===== src/hw/rtl/txu_pkg.sv =====
package txu_pkg;

    // layout codes of the configuration register
    typedef enum logic [3:0] {
        LAYOUT_8888REV  = 4'd0,
        LAYOUT_1010102B = 4'd1,
        LAYOUT_1010102R = 4'd2,
        LAYOUT_4444REV  = 4'd3,
        LAYOUT_1555REV  = 4'd4,
        LAYOUT_565      = 4'd5,
        LAYOUT_L8       = 4'd6,
        LAYOUT_A8       = 4'd7,
        LAYOUT_LA8      = 4'd8,
        LAYOUT_BGR8     = 4'd9,
        LAYOUT_RGB8     = 4'd10,
        LAYOUT_BGRA8    = 4'd11,
        LAYOUT_RGBA8    = 4'd12,
        LAYOUT_RGBA16   = 4'd13
    } layout_t;

    localparam logic [3:0] LAYOUT_RESET = 4'd12;

    localparam int unsigned WORD_W  = 64;
    localparam int unsigned CHAN_W  = 8;
    localparam int unsigned BYTES_W = 4;

    // one expanded texel
    typedef struct packed {
        logic [CHAN_W-1:0]  red;
        logic [CHAN_W-1:0]  green;
        logic [CHAN_W-1:0]  blue;
        logic [CHAN_W-1:0]  alpha;
        logic [BYTES_W-1:0] texel_bytes;
    } rgba8_t;

    // floor(v * 255 / 31) for a 5-bit channel
    localparam logic [7:0] WIDEN5_LUT [32] = '{
        8'd0,   8'd8,   8'd16,  8'd24,  8'd32,  8'd41,  8'd49,  8'd57,
        8'd65,  8'd74,  8'd82,  8'd90,  8'd98,  8'd106, 8'd115, 8'd123,
        8'd131, 8'd139, 8'd148, 8'd156, 8'd164, 8'd172, 8'd180, 8'd189,
        8'd197, 8'd205, 8'd213, 8'd222, 8'd230, 8'd238, 8'd246, 8'd255
    };

endpackage


===== src/hw/rtl/txu_in_reg.sv =====
module txu_in_reg
(
    input  logic                           clk,
    input  logic                           rst_n,
    input  logic                           up_valid,
    output logic                           up_ready,
    input  logic [txu_pkg::WORD_W-1:0]     up_word,
    output logic                           dn_valid,
    input  logic                           dn_ready,
    output logic [txu_pkg::WORD_W-1:0]     dn_word
);

    logic                       valid_reg;
    logic                       valid_next;
    logic [txu_pkg::WORD_W-1:0] word_reg;

    // stage takes a new transaction when empty or draining this cycle
    assign up_ready   = !valid_reg || dn_ready;
    assign valid_next = up_valid || (valid_reg && !dn_ready);

    always_ff @(posedge clk or negedge rst_n)
    begin
        if (!rst_n)
        begin
            valid_reg <= 1'b0;
        end
        else if (up_ready)
        begin
            valid_reg <= valid_next;
        end
    end

    // payload capture
    always_ff @(posedge clk)
    begin
        if (up_valid && up_ready)
        begin
            word_reg <= up_word;
        end
    end

    assign dn_valid = valid_reg;
    assign dn_word  = word_reg;

endmodule


===== src/hw/rtl/txu_decode.sv =====
module txu_decode
(
    input  logic [3:0]                 layout,
    input  logic [txu_pkg::WORD_W-1:0] word,
    output txu_pkg::rgba8_t            texel
);

    // floor(v * 255 / 63) = 4v + floor(v / 21)
    function automatic logic [7:0] widen6(input logic [5:0] v);
        logic [1:0] corr;
        begin
            if (v == 6'd63)
            begin
                corr = 2'd3;
            end
            else if (v >= 6'd42)
            begin
                corr = 2'd2;
            end
            else if (v >= 6'd21)
            begin
                corr = 2'd1;
            end
            else
            begin
                corr = 2'd0;
            end
            widen6 = {v, 2'b00} + {6'd0, corr};
        end
    endfunction

    logic [7:0] b0, b1, b2, b3, b5, b7;
    logic [7:0] c0, c1, c2, a2;

    assign b0 = word[7:0];
    assign b1 = word[15:8];
    assign b2 = word[23:16];
    assign b3 = word[31:24];
    assign b5 = word[47:40];
    assign b7 = word[63:56];

    // 10-bit channels keep their top byte, 2-bit alpha scales by 85
    assign c0 = word[31:24];
    assign c1 = word[21:14];
    assign c2 = word[11:4];
    assign a2 = {word[1:0], word[1:0], word[1:0], word[1:0]};

    // per-layout channel selection
    always_comb
    begin
        texel.red         = b0;
        texel.green       = b1;
        texel.blue        = b2;
        texel.alpha       = b3;
        texel.texel_bytes = 4'd4;
        case (txu_pkg::layout_t'(layout))
            txu_pkg::LAYOUT_8888REV,
            txu_pkg::LAYOUT_BGRA8:
            begin
                texel.red   = b2;
                texel.blue  = b0;
            end
            txu_pkg::LAYOUT_1010102B:
            begin
                texel.red   = c2;
                texel.green = c1;
                texel.blue  = c0;
                texel.alpha = a2;
            end
            txu_pkg::LAYOUT_1010102R:
            begin
                texel.red   = c0;
                texel.green = c1;
                texel.blue  = c2;
                texel.alpha = a2;
            end
            txu_pkg::LAYOUT_4444REV:
            begin
                texel.red         = {word[11:8], word[11:8]};
                texel.green       = {word[7:4], word[7:4]};
                texel.blue        = {word[3:0], word[3:0]};
                texel.alpha       = {word[15:12], word[15:12]};
                texel.texel_bytes = 4'd2;
            end
            txu_pkg::LAYOUT_1555REV:
            begin
                texel.red         = txu_pkg::WIDEN5_LUT[word[14:10]];
                texel.green       = txu_pkg::WIDEN5_LUT[word[9:5]];
                texel.blue        = txu_pkg::WIDEN5_LUT[word[4:0]];
                texel.alpha       = {8{word[15]}};
                texel.texel_bytes = 4'd2;
            end
            txu_pkg::LAYOUT_565:
            begin
                texel.red         = txu_pkg::WIDEN5_LUT[word[15:11]];
                texel.green       = widen6(word[10:5]);
                texel.blue        = txu_pkg::WIDEN5_LUT[word[4:0]];
                texel.alpha       = 8'hFF;
                texel.texel_bytes = 4'd2;
            end
            txu_pkg::LAYOUT_L8:
            begin
                texel.green       = b0;
                texel.blue        = b0;
                texel.alpha       = 8'hFF;
                texel.texel_bytes = 4'd1;
            end
            txu_pkg::LAYOUT_A8:
            begin
                texel.red         = 8'd0;
                texel.green       = 8'd0;
                texel.blue        = 8'd0;
                texel.alpha       = b0;
                texel.texel_bytes = 4'd1;
            end
            txu_pkg::LAYOUT_LA8:
            begin
                texel.green       = b0;
                texel.blue        = b0;
                texel.alpha       = b1;
                texel.texel_bytes = 4'd2;
            end
            txu_pkg::LAYOUT_BGR8:
            begin
                texel.red         = b2;
                texel.blue        = b0;
                texel.alpha       = 8'hFF;
                texel.texel_bytes = 4'd3;
            end
            txu_pkg::LAYOUT_RGB8:
            begin
                texel.alpha       = 8'hFF;
                texel.texel_bytes = 4'd3;
            end
            txu_pkg::LAYOUT_RGBA16:
            begin
                texel.red         = b1;
                texel.green       = b3;
                texel.blue        = b5;
                texel.alpha       = b7;
                texel.texel_bytes = 4'd8;
            end
            default:
            begin
                // rgba8 and the unused codes keep the plain byte order
                texel.texel_bytes = 4'd4;
            end
        endcase
    end

endmodule


===== src/hw/rtl/txu_out_reg.sv =====
module txu_out_reg
(
    input  logic            clk,
    input  logic            rst_n,
    input  logic            up_valid,
    output logic            up_ready,
    input  txu_pkg::rgba8_t up_texel,
    output logic            dn_valid,
    input  logic            dn_ready,
    output txu_pkg::rgba8_t dn_texel
);

    logic            valid_reg;
    logic            valid_next;
    txu_pkg::rgba8_t texel_reg;

    // result register frees up when empty or taken this cycle
    assign up_ready   = !valid_reg || dn_ready;
    assign valid_next = up_valid || (valid_reg && !dn_ready);

    always_ff @(posedge clk or negedge rst_n)
    begin
        if (!rst_n)
        begin
            valid_reg <= 1'b0;
        end
        else if (up_ready)
        begin
            valid_reg <= valid_next;
        end
    end

    // result capture
    always_ff @(posedge clk)
    begin
        if (up_valid && up_ready)
        begin
            texel_reg <= up_texel;
        end
    end

    assign dn_valid = valid_reg;
    assign dn_texel = texel_reg;

endmodule


===== src/hw/rtl/texel_unpack_rgba8_core.sv =====
// a texel is held in the input register, decoded combinationally and held again in the result register
// throughput: one texel per cycle while result_ready stays high, set by the input register and the result register
// each registered stage accepts a new transaction when empty or while its own is taken downstream
// reset: both stages empty, layout register set to rgba8
module texel_unpack_rgba8_core
(
    input  logic                            clk,
    input  logic                            rst_n,
    input  logic                            cfg_we,
    input  logic [3:0]                      cfg_wdata,
    input  logic                            texel_valid,
    output logic                            texel_ready,
    input  logic [txu_pkg::WORD_W-1:0]      texel_word,
    output logic                            result_valid,
    input  logic                            result_ready,
    output logic [txu_pkg::CHAN_W-1:0]      red,
    output logic [txu_pkg::CHAN_W-1:0]      green,
    output logic [txu_pkg::CHAN_W-1:0]      blue,
    output logic [txu_pkg::CHAN_W-1:0]      alpha,
    output logic [txu_pkg::BYTES_W-1:0]     texel_bytes
);

    logic [3:0]                 layout_reg;
    logic                       s1_valid;
    logic                       s1_ready;
    logic [txu_pkg::WORD_W-1:0] s1_word;
    txu_pkg::rgba8_t            dec_texel;
    txu_pkg::rgba8_t            out_texel;

    // layout configuration register
    always_ff @(posedge clk or negedge rst_n)
    begin
        if (!rst_n)
        begin
            layout_reg <= txu_pkg::LAYOUT_RESET;
        end
        else if (cfg_we)
        begin
            layout_reg <= cfg_wdata;
        end
    end

    // input register
    txu_in_reg u_in_reg
    (
        .clk      (clk),
        .rst_n    (rst_n),
        .up_valid (texel_valid),
        .up_ready (texel_ready),
        .up_word  (texel_word),
        .dn_valid (s1_valid),
        .dn_ready (s1_ready),
        .dn_word  (s1_word)
    );

    // channel extraction and scaling
    txu_decode u_decode
    (
        .layout (layout_reg),
        .word   (s1_word),
        .texel  (dec_texel)
    );

    // result register
    txu_out_reg u_out_reg
    (
        .clk      (clk),
        .rst_n    (rst_n),
        .up_valid (s1_valid),
        .up_ready (s1_ready),
        .up_texel (dec_texel),
        .dn_valid (result_valid),
        .dn_ready (result_ready),
        .dn_texel (out_texel)
    );

    assign red         = out_texel.red;
    assign green       = out_texel.green;
    assign blue        = out_texel.blue;
    assign alpha       = out_texel.alpha;
    assign texel_bytes = out_texel.texel_bytes;

    // a texel moving out of the input register shows up as a result next cycle
    assert property (@(posedge clk) disable iff (!rst_n)
        s1_valid && s1_ready |=> result_valid)
        else $error("texel lost between input and result register");

    // input side only stalls while the input register holds a texel
    assert property (@(posedge clk) disable iff (!rst_n)
        !texel_ready |-> s1_valid)
        else $error("input stalled with empty input register");

    // reported texel size is one of the defined sizes
    assert property (@(posedge clk) disable iff (!rst_n)
        result_valid |-> (texel_bytes == 4'd1 || texel_bytes == 4'd2 ||
                          texel_bytes == 4'd3 || texel_bytes == 4'd4 ||
                          texel_bytes == 4'd8))
        else $error("invalid texel size on result");

endmodule

===== config.mk =====
export PLATFORM = sky130hd
export DESIGN_NAME = texel_unpack_rgba8_core
export DESIGN_NICKNAME = d
export VERILOG_FILES = /design/src/hw/rtl/txu_pkg.sv /design/src/hw/rtl/txu_in_reg.sv /design/src/hw/rtl/txu_decode.sv /design/src/hw/rtl/txu_out_reg.sv /design/src/hw/rtl/texel_unpack_rgba8_core.sv
export SDC_FILE = /design/constraint.sdc
export NUM_CORES = 1
export LEC_CHECK = 0
export ABC_AREA = 1
export BUFFER_PORTS_ARGS = -buffer_cell sky130_fd_sc_hd__buf_2
export CORE_MARGIN = 10
export CORE_UTILIZATION = 45
export DETAILED_ROUTE_END_ITERATION = 12
export PLACE_DENSITY = 0.69
export SLEW_MARGIN = 5
export SYNTH_ARGS = -nofsm -noshare
export SYNTH_HDL_FRONTEND = slang
export SYNTH_SLANG_ARGS = --single-unit

===== constraint.sdc =====
create_clock -name clk -period 5.36 [get_ports clk]
set_clock_uncertainty 0.1 [all_clocks]
set_input_delay 0.536 -clock clk [delete_from_list [all_inputs] [get_ports clk]]
set_output_delay 0.536 -clock clk [all_outputs]
set_load 0.02 [all_outputs]

==> results <==
- The clock period could shrink to 2.823 ns.
- The leftover overflow at the end of global routing is 0.
- The number of placed instances with taps included is 763.
- The areal power density over the cells is 332.5 nW/um2.
- In this design, the stage delay of the slowest critical-path cell is 0.68 ns.
- The floorplan row count is 37.
- The tree built by TritonCTS fans out to 90 sinks.
- The clock passes through at most 2 buffers.
- The portion of the clock cycle consumed by the worst path in the final layout is 52.67%.
- The die outline area is 15050 um2.
- Among all flip-flop cells after synthesis, the most frequent one is edfxtp_1.
- The worst hold-check path type is input port to flip-flop.
- Sequential cells account for 49.2% of the total power.
- The HPWL after detailed placement is 12070 um.
- Counting instances in the post-synthesis netlist gives the leading cell types as nand2_1, edfxtp_1, nor2_1.
- The maximum achievable frequency is 354.2 MHz.
- In this run the power spent charging and discharging nets is 564.1 uW.
- The root buffer cell chosen for the clock tree is clkbuf_8.
- Measured against its own limit, the worst slew margin works out to 22.64%.
- The number of DRC markers in iteration 0 is 498.
- The number of antenna repair diodes is 0.
- The post-route non-filler standard cell count is 779.
- The largest area contributor in the synthesized netlist is edfxtp_1.
- Cells fill 54.18% of the core in the end.
- Traced cell by cell, the critical path runs through nand4_1 -> inv_2 -> nor2_8 -> nand2_2 -> inv_2 -> nand2_1 -> nand3_1.
- The register with the most flip-flops in the layout has 48 of them.
- After synthesis, the mean cell area works out to 8.671 um2.
- The count of synthesis-stage warnings from yosys is 0.
- The critical path required time is 5.37 ns.
- The number of global-route vias before repair is 4271.
- The dominant cell by count in the synthesized netlist is nand2_1.
- The DRC violation count after routing is 0.
- TritonCTS built the clock tree.
- The clock network power share is 29.2%.
- The final max-slew violation count is 0.
- The H-tree was split into 3 levels.
- The number of nets at the end of the flow is 712.
- Among the stages of the critical path, the cell type that occurs most often is inv_2.
- The total via count in the routed design is 4370.
- The largest fanout of any net on the critical path is 19.
- The number of maximum-capacitance constraint violations is 0.
- The post-route netlist has 20.68% of its cells at a drive strength greater than 1.
- The horizontal extent of the die is 122.7 um.
- For this run, asynchronously set or reset flops after synthesis account for 6.667%.
- The worst setup path is launched from a flip-flop.
- The clock edge transition at the registers on the reported setup and hold paths is 0.09 ns.
- The initial antenna violation count came to 0.
- Once routing completed, OpenROAD measured the worst setup slack at 2.537 ns.
- For the pin with the worst max-slew slack, the measured transition is 1.158 ns.
- In the global route stage, overall resource usage came out at 21.70%.
- The post-detailed-route count of antenna-violating nets is 0.
- The worst setup path is of the flip-flop to flip-flop kind.
- The post-placement worst setup slack is 2.615 ns.
- Counting flops and latches in the post-synthesis netlist gives 90.
- Counting the fill cells in the layout gives 984.
- Synthesis produced 547 cells.
- The share of the Yosys chip area taken by registers is 56.40%.
- The synthesized design contains 84 enable-type register cells.
- Relative to the synthesized area, the layout overhead comes to 17.38%.
- The analysis attributes to cell leakage a power of 0.002411 uW.
- The first global-routing pass estimated 24640 um of wire.
- IR analysis of the VDD net gives a maximum drop of 173.0 uV.
- Per report_power, the combinational group accounts for 21.6% of the total.
- Setup repair after global routing left no endpoint under its margin.
- For the worst setup path, the data arrival time is 2.83 ns.
- The clock insertion delay at the later pin of the skew report is 0.37 ns.
- Input and output buffers added on the ports amount to 94.
- The net count after synthesis is 620.
- The I/O pin count is 111.
- The number of vias per cell is 5.610.
- The final estimated routing congestion in global placement is 0.9838.
- Total power for the finished layout comes to 1851 uW.
- The cell area after synthesis is 4743 um2.
- The area of the core is 10280 um2.
- The die outline height is 122.7 um.
- The endpoint type of the worst setup path is a flip-flop.
- The slowest stage of the critical path belongs to the cell inv_2.
- Internal power comes to 1287 uW.
- The routed design has 16090 um of wire.
- The routed wirelength normalized by instance count is 20.66 um.
- Setup violations remaining at the end of the flow were counted as 0.
- Setup total negative slack on the finished layout was measured at 0 ns.
- Net switching is 30.47% of the power.
- Yosys attributes the largest share of cell area to edfxtp_1, nand2_1, nor2_1.
- The number of unique standard cell types used by synthesis is 28.
- Once the floorplan was initialized, standard cells occupied 46.15% of the core.
- The run finished with clean final reports.
- The number of buffers inserted during clock tree synthesis is 9.
- The final-report hold violation count is 0.
- The iteration count of the initial detailed-routing pass is 5.
- The pin count of the biggest net entering global routing is 49.
- The area share of the largest cell type after synthesis is 53.18%.
## cell families after synthesis
group           Yosys count  share of synthesized area [%]
simple gates            304                          27.54
compound gates           89                          10.60
buf+inv                  64                          5.460
flops                    90                          56.40
## cells in the final DEF, fill, tap and decap left out, drive strengths merged, types with 12 or more instances in the layout
master  synthesis  layout
a21oi          25      25
buf             9      95
edfxtp         84      84
inv            45      44
nand2         164     164
nand3          39      39
nand4          15      15
nor2           72      72
nor3           12      12
o21ai          43      43
o22ai          13      13
## area by class of cell
type | count | area [um2] | area share, %
sequential | 90 | 2675 | 48.05
clock inverter | 6 | 106.4 | 1.910
tap | 136 | 170.2 | 3.056
clock buffer | 9 | 123.9 | 2.225
timing repair buffer | 96 | 488.0 | 8.764
multi-input combinational | 393 | 1821 | 32.70
inverter | 49 | 183.9 | 3.303
## metrics by stage
| stage | cell area, um2 | hold WS, ns |
|---|---|---|
| 3_3_place_gp | 5328 | 0.2648 |
| 4_1_cts | 5568 | 0.2265 |
| 6_report | 5568 | 0.2346 |
| 5_1_grt | 5568 | 0.2292 |
| 2_1_floorplan | 4743 | 0.1404 |
| 3_5_place_dp | 5328 | 0.2684 |
## repair_timing
item / CTS / global route
endpoints found under the hold margin: 4 / 0
resized for setup: 0 / 0
setup buffers: 0 / 0
hold buffers: 1 / 0
## layer usage
| metal | routed length (um) | global-route usage, % | vias up |
|---|---|---|---|
| met2 | 7057 | 32.53 | 278 |
| met4 | 503 | 9.720 | 0 |
| met1 | 6789 | 29.36 | 1996 |
| met5 | 0 | 0 | - |
| li1 | - | - | 2063 |
| met3 | 1741 | 4.913 | 33 |
## worst paths after layout
path,startpoint,endpoint,slack [ns],depth (start not counted)
max reg2reg,layout_reg[2]$_DFFE_PN1P_,u_out_reg.dn_texel[33]$_DFFE_PP_,2.54,7
max in group asynchronous,rst_n,layout_reg[3]$_DFFE_PN1P_,4.52,2
min,texel_word[18],u_in_reg.dn_word[18]$_DFFE_PP_,0.23,1
max,layout_reg[2]$_DFFE_PN1P_,u_out_reg.dn_texel[33]$_DFFE_PP_,2.54,7
min reg2reg,u_in_reg.dn_valid$_DFFE_PN0N_,u_out_reg.dn_valid$_DFFE_PN0N_,0.43,2
min in group asynchronous,rst_n,u_out_reg.dn_valid$_DFFE_PN0N_,0.42,2
## critical path, delay by kind of cell (launching register included)
| family | cells | cell delay [ns] |
|---|---|---|
| simple gates | 5 | 1.06 |
| buf+inv | 2 | 0.77 |
| flops | 1 | 0.63 |
## power by group through the flow
stage	Clock [uW]	Sequential [uW]	Combinational, uW
after global placement	0	924	393
after floorplan	0	958	212
final	541	912	399
after detailed placement	0	926	394
after CTS	544	911	397
after global routing	578	918	440
Note: power is estimated with default switching activity, not from simulation.
